$ cat config.mk
export PLATFORM = sky130hd
export DESIGN_NAME = tuple_field_decoder_projected
export DESIGN_NICKNAME = d
export VERILOG_FILES = /design/src/hdl/tfd_pkg.sv /design/src/hdl/tuple_field_decoder_projected.sv /design/src/hdl/tfd_decoder.sv /design/src/hdl/tfd_out_queue.sv
export VERILOG_INCLUDE_DIRS = /design/src /design/src/hdl
export SDC_FILE = /design/constraint.sdc
export NUM_CORES = 1
export LEC_CHECK = 0
export BUFFER_PORTS_ARGS = -buffer_cell sky130_fd_sc_hd__buf_2
export CAP_MARGIN = 10
export CORE_MARGIN = 1.5
export CORE_UTILIZATION = 65
export DETAILED_ROUTE_END_ITERATION = 7
export MAX_ROUTING_LAYER = met4
export PLACE_DENSITY = 0.94
export REMOVE_ABC_BUFFERS = 1
export SLEW_MARGIN = 20
export SYNTH_ARGS = -nofsm -noshare
export SYNTH_HDL_FRONTEND = slang
export SYNTH_SLANG_ARGS = --single-unit
$ cat constraint.sdc
create_clock -name clk -period 9.9 [get_ports clk]
set_input_delay 0.495 -clock clk [delete_from_list [all_inputs] [get_ports clk]]
set_output_delay 0.495 -clock clk [all_outputs]
set_load 0.02 [all_outputs]
$ cat src/hdl/tuple_field_decoder_projected_assert.svh
// Assertion macros used by the row record field decoder result queue.
`ifndef TUPLE_FIELD_DECODER_PROJECTED_ASSERT_SVH
`define TUPLE_FIELD_DECODER_PROJECTED_ASSERT_SVH

// Same-cycle implication, checked at every rising edge outside reset.
`define TFD_ASSERT_NOW(label, clk, rst_n, ante, cons) \
    label: assert property (@(posedge clk) disable iff (!rst_n) (ante) |-> (cons)) \
        else $error("tfd assertion failed");

// Next-cycle implication, checked at every rising edge outside reset.
`define TFD_ASSERT_NEXT(label, clk, rst_n, ante, cons) \
    label: assert property (@(posedge clk) disable iff (!rst_n) (ante) |=> (cons)) \
        else $error("tfd assertion failed");

`endif

$ cat src/hdl/tfd_pkg.sv
// Types and codes shared by the row record field decoder.
`timescale 1ns / 1ps

package tfd_pkg;

    typedef enum logic [2:0] {
        PH_COUNT_LO = 3'd0,
        PH_COUNT_HI = 3'd1,
        PH_TAG      = 3'd2,
        PH_SCALAR   = 3'd3,
        PH_LENGTH   = 3'd4,
        PH_PAYLOAD  = 3'd5,
        PH_TRAIL    = 3'd6,
        PH_DROP     = 3'd7
    } phase_t;

    localparam logic [1:0] KIND_SCALAR = 2'd0;
    localparam logic [1:0] KIND_START  = 2'd1;
    localparam logic [1:0] KIND_BYTE   = 2'd2;
    localparam logic [1:0] KIND_DONE   = 2'd3;

    localparam logic [2:0] TYPE_NULL    = 3'd0;
    localparam logic [2:0] TYPE_INTEGER = 3'd1;
    localparam logic [2:0] TYPE_REAL    = 3'd2;
    localparam logic [2:0] TYPE_TEXT    = 3'd3;
    localparam logic [2:0] TYPE_BOOLEAN = 3'd4;
    localparam logic [2:0] TYPE_BLOB    = 3'd5;

    localparam logic [2:0] ERR_OK        = 3'd0;
    localparam logic [2:0] ERR_BAD_PROJ  = 3'd1;
    localparam logic [2:0] ERR_NO_TAG    = 3'd2;
    localparam logic [2:0] ERR_BAD_TAG   = 3'd3;
    localparam logic [2:0] ERR_TRUNCATED = 3'd4;

    localparam logic [1:0] CFG_COLUMN_MASK = 2'd0;
    localparam logic [1:0] CFG_PROJECT_ALL = 2'd1;

    // Result queue: four entries, so a two-result step always fits.
    localparam int QUEUE_DEPTH = 4;

    typedef struct packed {
        logic [7:0] in_byte;
        logic       record_end;
    } byte_item_t;

    typedef struct packed {
        logic [1:0]  kind;
        logic [15:0] column;
        logic [2:0]  type_code;
        logic [63:0] data;
        logic [2:0]  error;
        logic        last;
    } result_item_t;

    // Results of one decoded byte: count and up to two items in order.
    typedef struct packed {
        logic [1:0]   count;
        result_item_t first;
        result_item_t second;
    } push_t;

endpackage

$ cat src/hdl/tuple_field_decoder_projected.sv
// Top level of the row record field decoder with column projection.
`timescale 1ns / 1ps

// Channel   Handshake                    Payload                      Direction
// byte      byte_valid / byte_stall      byte_item (byte_item_t)      into block
// result    result_valid / result_stall  result_item (result_item_t)  out of block
// cfg       cfg_valid / cfg_ready        cfg_index, cfg_data          into block
//
// One record byte is taken every cycle while the result queue has two free entries.
// Each byte is decoded in its accept cycle; its results are offered from the next cycle.
// A byte yields zero, one or two results; only a last byte that also carries a field
// result yields two, and the single output port drains them one per unstalled cycle.
// Reset is asynchronous and active low: mask 0, project-all mode on, parser idle.
// Result stalls let the four-entry queue fill; bytes stall while three or more are held.
module tuple_field_decoder_projected #(
    parameter int MAX_COLUMNS = 64
) (
    input  logic                   clk,
    input  logic                   rst_n,
    input  logic                   byte_valid,
    output logic                   byte_stall,
    input  tfd_pkg::byte_item_t    byte_item,
    output logic                   result_valid,
    input  logic                   result_stall,
    output tfd_pkg::result_item_t  result_item,
    input  logic                   cfg_valid,
    output logic                   cfg_ready,
    input  logic [1:0]             cfg_index,
    input  logic [63:0]            cfg_data
);
    import tfd_pkg::*;

    logic [63:0] column_mask_reg;
    logic        project_all_reg;
    logic        room;
    logic        accept;
    push_t       push;

    // Configuration is a plain register write; it is always taken at once.
    assign cfg_ready  = 1'b1;
    assign byte_stall = !room;
    assign accept     = byte_valid && room;

    always_ff @(posedge clk or negedge rst_n)
    begin
        if (!rst_n)
        begin
            column_mask_reg <= '0;
            project_all_reg <= 1'b1;
        end
        else if (cfg_valid && cfg_ready)
        begin
            // Writes to indexes beyond the register list are dropped.
            if (cfg_index == CFG_COLUMN_MASK)
            begin
                column_mask_reg <= cfg_data;
            end
            else if (cfg_index == CFG_PROJECT_ALL)
            begin
                project_all_reg <= cfg_data[0];
            end
        end
    end

    // The parser decodes each accepted byte against its state registers in the
    // same cycle and hands its results to the queue, which registers them.
    tfd_decoder #(
        .MAX_COLUMNS (MAX_COLUMNS)
    ) u_decoder (
        .clk         (clk),
        .rst_n       (rst_n),
        .accept      (accept),
        .item        (byte_item),
        .column_mask (column_mask_reg),
        .project_all (project_all_reg),
        .push        (push)
    );

    tfd_out_queue u_queue (
        .clk          (clk),
        .rst_n        (rst_n),
        .push         (push),
        .room         (room),
        .result_valid (result_valid),
        .result_stall (result_stall),
        .result_item  (result_item)
    );

endmodule

$ cat src/hdl/tfd_decoder.sv
// Record parser: state registers and the per-byte decode logic.
`timescale 1ns / 1ps

module tfd_decoder #(
    parameter int MAX_COLUMNS = 64
) (
    input  logic                 clk,
    input  logic                 rst_n,
    input  logic                 accept,
    input  tfd_pkg::byte_item_t  item,
    input  logic [63:0]          column_mask,
    input  logic                 project_all,
    output tfd_pkg::push_t       push
);
    import tfd_pkg::*;

    localparam logic [63:0] MASK_LIMIT = 64'((65'd1 << MAX_COLUMNS) - 65'd1);

    phase_t      phase_reg, phase_next;
    logic [15:0] field_total_reg, field_total_next;
    logic [15:0] field_index_reg, field_index_next;
    logic [2:0]  current_type_reg, current_type_next;
    logic [3:0]  byte_counter_reg, byte_counter_next;
    logic [63:0] assembly_reg, assembly_next;
    logic [31:0] payload_left_reg, payload_left_next;
    logic        take_field_reg, take_field_next;
    logic [2:0]  error_code_reg, error_code_next;

    logic [63:0]  mask_eff;
    logic [63:0]  byte_wide;
    logic [63:0]  asm_scalar;
    logic [63:0]  asm_length;
    logic [3:0]   bc_inc;
    logic [15:0]  fi_inc;
    logic [15:0]  total_new;
    logic         take_new;
    logic         field_valid;
    result_item_t field_item;
    result_item_t done_item;
    logic [2:0]   done_err;

    assign mask_eff   = column_mask & MASK_LIMIT;
    assign byte_wide  = {56'd0, item.in_byte};
    assign asm_scalar = assembly_reg | (byte_wide << {byte_counter_reg[2:0], 3'b000});
    assign asm_length = assembly_reg | (byte_wide << {1'b0, byte_counter_reg[1:0], 3'b000});
    assign bc_inc     = byte_counter_reg + 4'd1;
    assign fi_inc     = field_index_reg + 16'd1;
    assign total_new  = {item.in_byte, assembly_reg[7:0]};
    assign take_new   = project_all ? 1'b1
                      : ((field_index_reg < 16'd64) ? mask_eff[field_index_reg[5:0]] : 1'b0);

    always_comb
    begin
        phase_next        = phase_reg;
        field_total_next  = field_total_reg;
        field_index_next  = field_index_reg;
        current_type_next = current_type_reg;
        byte_counter_next = byte_counter_reg;
        assembly_next     = assembly_reg;
        payload_left_next = payload_left_reg;
        take_field_next   = take_field_reg;
        error_code_next   = error_code_reg;
        field_valid       = 1'b0;
        field_item        = '0;
        field_item.column = field_index_reg;

        unique case (phase_reg)
            PH_COUNT_LO:
            begin
                assembly_next = byte_wide;
                phase_next    = PH_COUNT_HI;
            end
            PH_COUNT_HI:
            begin
                field_total_next = total_new;
                assembly_next    = '0;
                field_index_next = '0;
                if (!project_all && total_new < 16'd64
                    && (mask_eff >> total_new[5:0]) != 64'd0)
                begin
                    error_code_next = ERR_BAD_PROJ;
                    phase_next      = PH_DROP;
                end
                else
                begin
                    phase_next = (total_new == 16'd0) ? PH_TRAIL : PH_TAG;
                end
            end
            PH_TAG:
            begin
                if (item.in_byte > {5'd0, TYPE_BLOB})
                begin
                    error_code_next = ERR_BAD_TAG;
                    phase_next      = PH_DROP;
                end
                else
                begin
                    current_type_next = item.in_byte[2:0];
                    take_field_next   = take_new;
                    assembly_next     = '0;
                    byte_counter_next = '0;
                    if (item.in_byte[2:0] == TYPE_NULL)
                    begin
                        field_valid          = take_new;
                        field_item.kind      = KIND_SCALAR;
                        field_item.type_code = TYPE_NULL;
                        field_index_next     = fi_inc;
                        phase_next = (fi_inc == field_total_reg) ? PH_TRAIL : PH_TAG;
                    end
                    else if (item.in_byte[2:0] == TYPE_TEXT
                             || item.in_byte[2:0] == TYPE_BLOB)
                    begin
                        phase_next = PH_LENGTH;
                    end
                    else
                    begin
                        phase_next = PH_SCALAR;
                    end
                end
            end
            PH_SCALAR:
            begin
                assembly_next     = asm_scalar;
                byte_counter_next = bc_inc;
                if ((current_type_reg == TYPE_BOOLEAN) || (bc_inc >= 4'd8))
                begin
                    field_valid          = take_field_reg;
                    field_item.kind      = KIND_SCALAR;
                    field_item.type_code = current_type_reg;
                    field_item.data      = (current_type_reg == TYPE_BOOLEAN)
                                         ? {63'd0, (asm_scalar != 64'd0)} : asm_scalar;
                    field_index_next     = fi_inc;
                    phase_next = (fi_inc == field_total_reg) ? PH_TRAIL : PH_TAG;
                end
            end
            PH_LENGTH:
            begin
                assembly_next     = asm_length;
                byte_counter_next = bc_inc;
                if (bc_inc >= 4'd4)
                begin
                    payload_left_next    = asm_length[31:0];
                    field_valid          = take_field_reg;
                    field_item.kind      = KIND_START;
                    field_item.type_code = current_type_reg;
                    field_item.data      = {32'd0, asm_length[31:0]};
                    if (asm_length[31:0] == 32'd0)
                    begin
                        field_index_next = fi_inc;
                        phase_next = (fi_inc == field_total_reg) ? PH_TRAIL : PH_TAG;
                    end
                    else
                    begin
                        phase_next = PH_PAYLOAD;
                    end
                end
            end
            PH_PAYLOAD:
            begin
                field_valid          = take_field_reg;
                field_item.kind      = KIND_BYTE;
                field_item.type_code = current_type_reg;
                field_item.data      = byte_wide;
                payload_left_next    = payload_left_reg - 32'd1;
                if (payload_left_reg == 32'd1)
                begin
                    field_index_next = fi_inc;
                    phase_next = (fi_inc == field_total_reg) ? PH_TRAIL : PH_TAG;
                end
            end
            PH_TRAIL, PH_DROP:
            begin
            end
            default:
            begin
            end
        endcase

        // The done code follows the phase after this byte is decoded.
        unique case (phase_next)
            PH_DROP:  done_err = error_code_next;
            PH_TAG:   done_err = ERR_NO_TAG;
            PH_TRAIL: done_err = ERR_OK;
            default:  done_err = ERR_TRUNCATED;
        endcase
        done_item       = '0;
        done_item.kind  = KIND_DONE;
        done_item.error = done_err;
        done_item.last  = 1'b1;

        push.first  = field_valid ? field_item : done_item;
        push.second = done_item;
        push.count  = accept ? ({1'b0, field_valid} + {1'b0, item.record_end}) : 2'd0;

        if (item.record_end)
        begin
            phase_next        = PH_COUNT_LO;
            field_total_next  = '0;
            field_index_next  = '0;
            current_type_next = '0;
            byte_counter_next = '0;
            assembly_next     = '0;
            payload_left_next = '0;
            take_field_next   = 1'b0;
            error_code_next   = ERR_OK;
        end
    end

    always_ff @(posedge clk or negedge rst_n)
    begin
        if (!rst_n)
        begin
            phase_reg        <= PH_COUNT_LO;
            field_total_reg  <= '0;
            field_index_reg  <= '0;
            current_type_reg <= '0;
            byte_counter_reg <= '0;
            assembly_reg     <= '0;
            payload_left_reg <= '0;
            take_field_reg   <= 1'b0;
            error_code_reg   <= ERR_OK;
        end
        else if (accept)
        begin
            phase_reg        <= phase_next;
            field_total_reg  <= field_total_next;
            field_index_reg  <= field_index_next;
            current_type_reg <= current_type_next;
            byte_counter_reg <= byte_counter_next;
            assembly_reg     <= assembly_next;
            payload_left_reg <= payload_left_next;
            take_field_reg   <= take_field_next;
            error_code_reg   <= error_code_next;
        end
    end

endmodule

$ cat src/hdl/tfd_out_queue.sv
// Result queue that takes up to two items per cycle and hands out one when not stalled.
`timescale 1ns / 1ps
`include "tuple_field_decoder_projected_assert.svh"

module tfd_out_queue (
    input  logic                   clk,
    input  logic                   rst_n,
    input  tfd_pkg::push_t         push,
    output logic                   room,
    output logic                   result_valid,
    input  logic                   result_stall,
    output tfd_pkg::result_item_t  result_item
);
    import tfd_pkg::*;

    localparam int PW = $clog2(QUEUE_DEPTH);
    localparam int CW = $clog2(QUEUE_DEPTH + 1);

    result_item_t entry_reg [QUEUE_DEPTH];
    logic [PW-1:0] wr_ptr_reg, wr_ptr_next;
    logic [PW-1:0] rd_ptr_reg, rd_ptr_next;
    logic [CW-1:0] count_reg, count_next;
    logic          pop;
    logic [PW-1:0] wr_ptr_plus1;

    assign pop          = result_valid && !result_stall;
    assign wr_ptr_plus1 = wr_ptr_reg + PW'(1);
    assign result_valid = (count_reg != '0);
    assign result_item  = entry_reg[rd_ptr_reg];
    // A new byte is taken only when two free entries are certain.
    assign room         = (count_reg <= CW'(QUEUE_DEPTH - 2));

    always_comb
    begin
        wr_ptr_next = wr_ptr_reg + PW'(push.count);
        rd_ptr_next = rd_ptr_reg + PW'(pop);
        count_next  = count_reg + CW'(push.count) - CW'(pop);
    end

    always_ff @(posedge clk)
    begin
        if (push.count != 2'd0)
        begin
            entry_reg[wr_ptr_reg] <= push.first;
        end
        if (push.count == 2'd2)
        begin
            entry_reg[wr_ptr_plus1] <= push.second;
        end
    end

    always_ff @(posedge clk or negedge rst_n)
    begin
        if (!rst_n)
        begin
            wr_ptr_reg <= '0;
            rd_ptr_reg <= '0;
            count_reg  <= '0;
        end
        else
        begin
            wr_ptr_reg <= wr_ptr_next;
            rd_ptr_reg <= rd_ptr_next;
            count_reg  <= count_next;
        end
    end

    `TFD_ASSERT_NOW(a_count_bound, clk, rst_n, 1'b1, count_reg <= CW'(QUEUE_DEPTH))
    `TFD_ASSERT_NOW(a_push_has_room, clk, rst_n, push.count != 2'd0, room)
    `TFD_ASSERT_NEXT(a_stall_holds, clk, rst_n,
        result_valid && result_stall && push.count == 2'd0,
        $stable(count_reg) && $stable(rd_ptr_reg))

endmodule

Word-level counts from Yosys, hierarchy flattened

Memories as Yosys holds them, arrays and structs flattened.
Index checks and enable logic that the tools add are counted.

Input port bits: 80
Memories: 1
Register bits: 214
Logic and storage cells: 156
Output and inout port bits: 92
Bits in writable memories: 356

Memories:

| name              | depth | bits a word | read ports | clocked after Yosys merged registers in | write ports | line                | source |
|---|---|---|---|---|---|---|---|
| u_queue.entry_reg | 4     | 89          | 1          | 0                                       | 2           | tfd_out_queue.sv:19 | `result_item_t entry_reg [QUEUE_DEPTH];` |

Bitwise logic cells: 3
Reduce and logical (&&, ||, !) cells: 33
$lt $le $gt $ge: 7
Shifts and indexed selects: 3
Eq/ne operators: 22
Muxes and demuxes: 64
$add $sub $neg: 9

Operators by type and width:

| operator                                                              | number |
|---|---|
| 64-bit one-hot mux with 5 select lines                                | 1 |
| 64-bit 2-to-1 mux                                                     | 3 |
| 64-bit one-hot mux with 3 select lines                                | 1 |
| 16-bit 2-to-1 mux                                                     | 9 |
| 67-bit 2-to-1 mux                                                     | 2 |
| 64-bit bitwise OR                                                     | 2 |
| 64-bit nonzero test                                                   | 2 |
| 89-bit 2-to-1 mux                                                     | 1 |
| 16-bit one-hot mux with 5 select lines                                | 1 |
| 32-bit 2-to-1 mux                                                     | 2 |
| 32-bit one-hot mux with 2 select lines                                | 1 |
| 8-bit by 5-bit << shifter with 64-bit output                          | 1 |
| 8-bit by 6-bit << shifter with 64-bit output                          | 1 |
| 64-bit by 6-bit >> shifter with 64-bit output                         | 1 |
| 3-bit 2-to-1 mux                                                      | 17 |
| 32-bit by 1-bit == test with 1-bit output, second input constant      | 1 |
| 32-bit zero test                                                      | 1 |
| 16-bit by 7-bit < comparator with 1-bit output, second input constant | 2 |
| 32-bit by 1-bit subtractor with 32-bit output, second input constant  | 1 |
| 3-bit == test, second input constant                                  | 6 |
| 3-bit one-hot mux with 3 select lines                                 | 2 |
| 3-bit one-hot mux with 6 select lines                                 | 1 |
| 16-bit by 1-bit adder with 16-bit output, second input constant       | 1 |
| 16-bit == test                                                        | 1 |
| other kinds (41)                                                      | 80 |

Depth between registers and ports, before layout

Gate-level depths: netlist of the first run.

Depth after elaboration: 12
Mapped depth: 18

By module

Synthesis of the first run repeated with hierarchy kept, for this count alone.

Cells, all modules: 2816
Area total of the unflattened synthesis: 34195.3 sq um

Modules (own cells, without submodules):

| module                        | area an instance (sq um) | sequential area each (sq um) | cells each | instances |
|---|---|---|---|---|
| tfd_out_queue                 | 17433.0                  | 10865.4                      | 902        | 1 |
| tfd_decoder                   | 14004.7                  | 3553.4                       | 1771       | 1 |
| tuple_field_decoder_projected | 2757.6                   | 1627.8                       | 143        | 1 |

Worst setup path after synthesis of the first run

Ideal clock, no wire load.

Path type: register to register
Start point: register u_decoder.field_index_reg[0]
End point: memory u_queue.entry_reg[3][88] in the netlist's numbering
Stages on the path, launching flop included: 16
Arrival time: 4.109 ns
Setup time: 0.133 ns
Data required time: 9.767 ns
Slack: 5.658 ns
Path buffers: 4
Cells stage by stage: dfrtp_1 buf_2 buf_6 mux4_2 mux4_2 mux4_2 a41o_1 nand2_4 nand2_2 ha_1 o21ai_1 or2_2 clkbuf_1 a21oi_2 buf_2 a21oi_1

RTL lines:

| what                     | line                | source |
|---|---|---|
| start: declaration       | tfd_decoder.sv:21   | `logic [15:0] field_index_reg, field_index_next;` |
| start signal: assignment | tfd_decoder.sv:227  | `field_index_reg <= field_index_next;` |
| end: declaration         | tfd_out_queue.sv:19 |  |

==> run summary, run 1 <==
Clocking
• number of buffers inserted by hold repair at cts: 0
• buffers inserted during post-CTS setup optimization: 0
• buffers from clock root to sink, at most: 3
• number of resized instances in the post-cts repair step: 0
• insertion delay to the later sink of the worst-skew pair: 0.67 ns
• CTS clock-pin slew for the worst setup and hold paths: 0.06 ns
• TritonCTS Sinks: 570
• CTS tree: built
• total clock buffers created by CTS: 55
• Root Driver: clkbuf_16
• CTS H-tree lvls: 2

Setup path
• maximum net fanout on the critical path: 20
• series of cell instances along the critical path: buf_4 -> mux4_2 -> mux4_2 -> mux4_2 -> a41o_1 -> nand2_4 -> nand2_2 -> ha_1 -> o21ai_1 -> nor2_1 -> nand2_1 -> a21oi_2 -> a2bb2oi_1
• Crit Path Class: reg2reg
• depth of the worst register-to-register path: 13
• Startpoint Class: flip-flop
• end of the worst register-to-register path: u_queue.entry_reg[2][87]
• data arrival at the endpoint of the critical path: 5.95 ns
• worst path required time: 10.38 ns
• delay contributed by the slowest stage of the critical path: 0.85 ns
• Top cell by count, worst path: mux4_2
• category of cells accounting for the largest share of critical-path delay: compound AO/OA/AOI/OAI gates
• slowest stage cell, crit path: a21oi_2
• slack of the worst reg-to-reg path: 4.43 ns
• start of the worst register-to-register path: u_decoder.field_index_reg[0]
• CP bufs+invs: 1
• crit path capture type: flip-flop

Worst hold path
• classification of the worst-slack hold path: in2async

Global route
• maximum number of pins on one net before global-route repair: 109
• number of antenna violations at the first check in global routing: 0
• global-route wire length before repair: 136000 µm
• via count of the first global-routing pass: 24700
• total overflow reported by the global router: 0
• global-route usage over all layers: 0.394

Floorplan
• die width: 211 µm
• number of top-level pins: 172
• number of cell rows: 76
• area inside the core boundary: 43000 µm²
• die height: 211 µm
• initial core utilization: 0.657
• die footprint: 44700 µm²

Detailed routing
• First DRT Iteration DRCs: 4244
• number of vias in the routed layout: 25300
• post-route DRC violation count: 31
• detailed-route vias per instance: 7.46
• TritonRoute pass-1 iters: 8
• overall routed net length: 86400 µm
• wire length per cell after detailed routing: 25.5 µm
• count of nets left with antenna violations after detail routing: 0

Timing
• worst hold margin: -0.0466 ns
• part of the cycle the worst path needs: 0.553
• slew at the pin closest to its max-slew limit: 1.23 ns
• Tmin final: 5.47 ns
• worst rel slew slack: 0.181
• upper clock frequency limit: 0.183 GHz
• final-report setup violation count: 0
• Fin Clk Skew: 0.0621 ns
• hold violation total from the final report: 40
• final-layout setup total negative slack: 0 ns
• number of max-slew violations in the final report: 0
• setup repair after global routing missed its margin: false

Synth
• Post-Synthesis Mean Instance Area: 10.3 µm²
• library cells used by synthesis: 97
• number of enable flip-flop cells after synthesis: 12
• part of the Yosys area used for sequential elements: 0.446
• register bit total from synthesis: 570
• number of instances in the synthesized netlist: 2748
• share of flip-flops with an asynchronous set or reset: 0.375
• warnings from Yosys: 0
• ys flop type: dfxtp_1
• netlist area before placement: 28200 µm²

Power and ir drop
• worst supply voltage drop on vdd: 0.189 mV
• Leakage: 12.5 nW
• Power Dens Cells: 249 nW/µm²

Run status
• violated checks: design-rule violations, negative hold slack
• status: finished, violations left

Placed design
• placed cell areas: 29200 µm²
• DP HPWL: 52000 µm
• IO Port Bufs: 170
• last weighted congestion value of the routability-driven placer: 0.967

Layout
• flip-flop count of the largest register after layout: 356
• Layout Nets: 2851
• design area: 31200 µm²
• area growth from synthesis to layout: 10.4%
• most common cell after layout, fill and taps aside: dfxtp_1
• share of post-route cells with drive strength above 1: 0.203
• commonest non-fill, non-tap cells in the layout: dfxtp_1, a22o_1, nor2_1
• antenna fix cells: 0

Job
• Maximum Capacitance Violations: 0

-- cells in the mapped netlist (all sizes together) (10+ instances only) --
cell type  instances  area [µm²]
dfxtp            344        6890
a22o             330        2890
nor2             229         860
a21oi            218        1110
dfrtp            213        5330
clkbuf           191         717
nand2            151         577
mux4             131        2950
nor3             122         626
o21ai            121         606
mux2              69         777
buf               59         312
nor4              35         240
a211oi            30         225
nand2b            30         188
inv               29         109
a31oi             26         163
nand3             23         115
nor3b             23         188
o31ai             23         191
o41ai             22         200
and3              21         131
or3               20         130
mux2i             16         160
or2               16         100
nor2b             15        93.8
or4               15         113
a221o             14         140
a32o              14         140
a21o              13        97.6
xnor2             13         114
edfxtp            12         360
a22oi             11        82.6
xor2              11        96.3
ha                10         125
nand4             10        62.6
-- layout make-up --
type,instances,area (µm²)
Fill cell,2787,11800
Inverter,30,113
Sequential cell,570,12600
Multi-Input combinational cell,1898,14600
Timing Repair Buffer,205,1130
Tap cell,585,732
Clock inverter,28,313
Clock buffer,76,1690
-- routing by layer --
layer | global-route usage | part of all wire | up-vias
met1 | 0.493 | 0.36 | 12200
met2 | 0.608 | 0.47 | 2071
met4 | 0.186 | 0.052 | 0
met5 | - | 0 | -
met3 | 0.0943 | 0.12 | 518
li1 | - | - | 10600
-- how the worst max path moves through the flow --
stage	startpoint	endpoint	slack (ns)	cells after the start
floorplan	u_decoder.byte_counter_reg[0]	u_queue.entry_reg[2][1]	1.31	11
global placement	u_decoder.field_index_reg[0]	u_queue.entry_reg[1][16]	4.79	13
detailed placement	u_decoder.field_index_reg[0]	u_queue.entry_reg[2][45]	4.64	14
CTS	u_decoder.field_index_reg[0]	u_queue.entry_reg[1][28]	4.57	13
global route	u_decoder.field_index_reg[0]	u_queue.entry_reg[2][87]	4.18	13
finish	u_decoder.field_index_reg[0]	u_queue.entry_reg[2][87]	4.43	13
-- kinds of logic after synthesis --
kind of cell             count (synthesis)  share of synthesized area
AO/OA/AOI/OAI                          908                      0.234
AND/OR/NAND/NOR                        738                      0.129
flip-flops                             570                      0.446
buffers and inverters                  280                     0.0404
multiplexers                           216                      0.138
XOR/XNOR                                24                    0.00744
adder cells (fa/ha/maj)                 11                    0.00514
other                                    1                   0.000133
-- report_power, final --
group	internal (mW)	switching, mW	leakage (nW)
combinational	0.960	1.64	5.80
clock	1.29	0.988	1.00
sequential	2.53	0.359	5.66
total	4.78	2.99	12.5
-- stage by stage --
stage / util / power, mW / instances / setup WS (ns) / hold WS [ns]
6_report: 0.726 / 7.77 / 3392 / 4.43 / -0.0466
5_1_grt: 0.726 / 8.05 / 3392 / 4.18 / 0.0342
4_1_cts: 0.725 / 7.66 / 3391 / 4.57 / 0.00620
3_5_place_dp: 0.678 / 5.38 / 3287 / 4.64 / 0.437
3_3_place_gp: 0.678 / 5.30 / 3287 / 4.79 / 0.428
2_1_floorplan: - / 4.61 / 2498 / 1.31 / 0.199
Note: power is estimated with default switching activity, not from simulation.
==> run 2: changes to the inputs <==
--- a/config.mk
+++ b/config.mk
@@ -6,13 +6,14 @@
 export SDC_FILE = /design/constraint.sdc
 export NUM_CORES = 1
 export LEC_CHECK = 0
+export ABC_AREA = 1
 export BUFFER_PORTS_ARGS = -buffer_cell sky130_fd_sc_hd__buf_2
 export CAP_MARGIN = 10
 export CORE_MARGIN = 1.5
-export CORE_UTILIZATION = 65
+export CORE_UTILIZATION = 56
 export DETAILED_ROUTE_END_ITERATION = 7
 export MAX_ROUTING_LAYER = met4
-export PLACE_DENSITY = 0.94
+export PLACE_DENSITY = 0.87
 export REMOVE_ABC_BUFFERS = 1
 export SLEW_MARGIN = 20
 export SYNTH_ARGS = -nofsm -noshare
==> constraint.sdc (replaced) <==
create_clock -name clk -period 4.6 [get_ports clk]
set_input_delay 0.23 -clock clk [delete_from_list [all_inputs] [get_ports clk]]
set_output_delay 0.23 -clock clk [all_outputs]
set_load 0.02 [all_outputs]
==> run 2 against run 1 <==
The flow now finishes without violations. Sequential power grew 110%. Flip-flop and latch count unchanged. Fmax is 34% higher. Synthesized cell count up 64%. Wire length is 19% higher. Utilization shrank 9.1 points. Die area increased by 28%.
==> run summary, run 2 <==
Run status
• status: complete, no violations

Floorplan
• number of top-level pins: 172
• area inside the core boundary: 55200 µm²
• number of cell rows: 86
• initial core utilization: 0.567
• die height: 239 µm
• die footprint: 57300 µm²
• die width: 239 µm

Timing
• worst hold margin: 0.0359 ns
• slew at the pin closest to its max-slew limit: 1.10 ns
• final-report setup violation count: 0
• part of the cycle the worst path needs: 0.887
• Tmin final: 4.08 ns
• setup repair after global routing missed its margin: false
• Fin Clk Skew: 0.0382 ns
• hold violation total from the final report: 0
• upper clock frequency limit: 0.245 GHz
• worst rel slew slack: 0.268
• final-layout setup total negative slack: 0 ns
• number of max-slew violations in the final report: 0

Setup path
• end of the worst register-to-register path: u_queue.entry_reg[0][73]
• data arrival at the endpoint of the critical path: 4.58 ns
• Top cell by count, worst path: nand2_1
• Startpoint Class: flip-flop
• delay contributed by the slowest stage of the critical path: 0.63 ns
• CP bufs+invs: 5
• crit path capture type: flip-flop
• slack of the worst reg-to-reg path: 0.52 ns
• maximum net fanout on the critical path: 107
• series of cell instances along the critical path: nand2_1 -> inv_2 -> nand2_1 -> xor2_1 -> inv_1 -> o21ai_0 -> nand3_1 -> nand2_1 -> nand2_1 -> ha_1 -> inv_1 -> nor2_1 -> nor2_1 -> nor3_1 -> inv_4 -> buf_12 -> nand3_1 -> o21ai_0
• worst path required time: 5.10 ns
• slowest stage cell, crit path: dfrtp_1
• depth of the worst register-to-register path: 18
• start of the worst register-to-register path: u_decoder.byte_counter_reg[1]
• Crit Path Class: reg2reg
• category of cells accounting for the largest share of critical-path delay: simple AND/OR/NAND/NOR gates

Clocking
• CTS H-tree lvls: 2
• buffers from clock root to sink, at most: 3
• buffers inserted during post-CTS setup optimization: 0
• TritonCTS Sinks: 570
• total clock buffers created by CTS: 58
• number of buffers inserted by hold repair at cts: 66
• CTS tree: built
• CTS clock-pin slew for the worst setup and hold paths: 0.07 ns
• number of resized instances in the post-cts repair step: 0
• Root Driver: clkbuf_16
• insertion delay to the later sink of the worst-skew pair: 0.66 ns

Synth
• share of flip-flops with an asynchronous set or reset: 0.375
• part of the Yosys area used for sequential elements: 0.403
• warnings from Yosys: 0
• top cell type's share of synthesized area: 0.220
• register bit total from synthesis: 570
• netlist area before placement: 31300 µm²
• most frequent cells after synthesis: nand2_1, nand3_1, o21ai_0
• largest cells by area after synthesis: dfxtp_1, dfrtp_1, nand3_1
• library cells used by synthesis: 55
• ys flop type: dfxtp_1
• number of enable flip-flop cells after synthesis: 12
• cell with the most instances after synthesis: nand2_1
• library cell with the largest summed area after synthesis: dfxtp_1
• number of instances in the synthesized netlist: 4517
• Post-Synthesis Mean Instance Area: 6.92 µm²

Detailed routing
• post-route DRC violation count: 0
• count of nets left with antenna violations after detail routing: 0
• First DRT Iteration DRCs: 4900
• overall routed net length: 102000 µm
• wire length per cell after detailed routing: 19.2 µm
• TritonRoute pass-1 iters: 8
• detailed-route vias per instance: 6.32
• number of vias in the routed layout: 33700

Layout
• share of post-route cells with drive strength above 1: 0.0953
• area growth from synthesis to layout: 12.0%
• flip-flop count of the largest register after layout: 356
• multi-input gate area in the final layout: 16300 µm²
• most common cell after layout, fill and taps aside: nand2_1
• design area: 35000 µm²
• Layout Nets: 4629
• fill count: 4725
• commonest non-fill, non-tap cells in the layout: nand2_1, nand3_1, o21ai_0
• FF+latch area: 12600 µm²

Worst hold path
• classification of the worst-slack hold path: in2reg
• start point of the worst hold path: byte_item[5]
• Hold Path Sink: u_decoder.field_total_reg[12]
• Worst Hold Path Cells: 3

Placed design
• DP HPWL: 63900 µm
• IO Port Bufs: 170
• placed cell areas: 32400 µm²
• last weighted congestion value of the routability-driven placer: 1.04

Global route
• global-route wire length before repair: 162000 µm
• number of antenna violations at the first check in global routing: 1
• maximum number of pins on one net before global-route repair: 161
• total overflow reported by the global router: 0
• via count of the first global-routing pass: 31100
• global-route usage over all layers: 0.359

Power and ir drop
• Leakage: 14.7 nW
• worst supply voltage drop on vdd: 0.471 mV
• Power Dens Cells: 606 nW/µm²

Job
• Maximum Capacitance Violations: 0

## run 2: cell count changes after synthesis, sizes merged, moves of 30 or more
cell,delta
a21oi,-145
a22o,-330
clkbuf,+61
inv,+245
mux4,-131
nand2,+712
nand2b,-30
nand3,+766
nand4,+32
nor2,+165
nor3,-88
o21ai,+639
o22ai,+182
## run 2: cells by family (layout without fill, tap and decap cells)
logic type               count (synthesis)  count (layout)  share of synthesized area
AND/OR/NAND/NOR                       2148            2148                      0.298
AO/OA/AOI/OAI                         1099            1099                      0.192
buffers and inverters                  620             689                     0.0790
flip-flops                             570             570                      0.403
multiplexers                            52              52                     0.0187
XOR/XNOR                                16              16                    0.00448
adder cells (fa/ha/maj)                 11              11                    0.00464
other                                    1               2                   0.000120
## run 2: worst max path at each step
stage,from,endpoint,cells past startpoint
floorplan,u_decoder.phase_reg[1],u_queue.entry_reg[0][1],16
finish,u_decoder.byte_counter_reg[1],u_queue.entry_reg[0][73],18
detailed placement,u_decoder.byte_counter_reg[1],u_queue.entry_reg[3][2],18
global route,u_decoder.byte_counter_reg[1],u_queue.entry_reg[3][1],18
CTS,u_decoder.field_index_reg[0],u_queue.entry_reg[2][2],21
global placement,u_decoder.field_index_reg[0],u_queue.entry_reg[2][2],21
## run 2: cell type report
cell class                 count  area share
tap                          748      0.0267
timing repair buffer         301      0.0616
clock inverter                22     0.00729
sequential                   570       0.360
multi-input combinational   3327       0.464
inverter                     280      0.0305
antenna                        1   0.0000714
clock buffer                  86      0.0494
## run 2: through the flow
step                setup slack (ns)  power, mW  utilization  cells
floorplan                      -2.61       12.9            -   4177
global placement               0.784       15.9        0.587   5160
detailed placement             0.749       16.0        0.587   5160
CTS                            0.672       21.0        0.635   5334
global route                   0.182       22.5        0.635   5335
finish                         0.520       21.2        0.635   5335
## run 2: report_power, final
part	leakage (nW)	total [mW]	switching [mW]	internal [mW]
Sequential	5.67	6.09	0.576	5.51
Combinational	8.07	10.3	7.21	3.05
Clock	0.980	4.89	2.11	2.79
## run 2: worst min-delay path: stages
cell	delay, ns
buf_2	0.20
inv_1	0.12
o32ai_1	0.09
## run 2: per-layer routing
layer	vias to the layer above	wire, µm	global-route usage
met5	-	0	-
li1	15600	-	-
met2	2209	46400	0.550
met1	15600	40100	0.459
met4	0	4980	0.185
met3	393	10900	0.0567
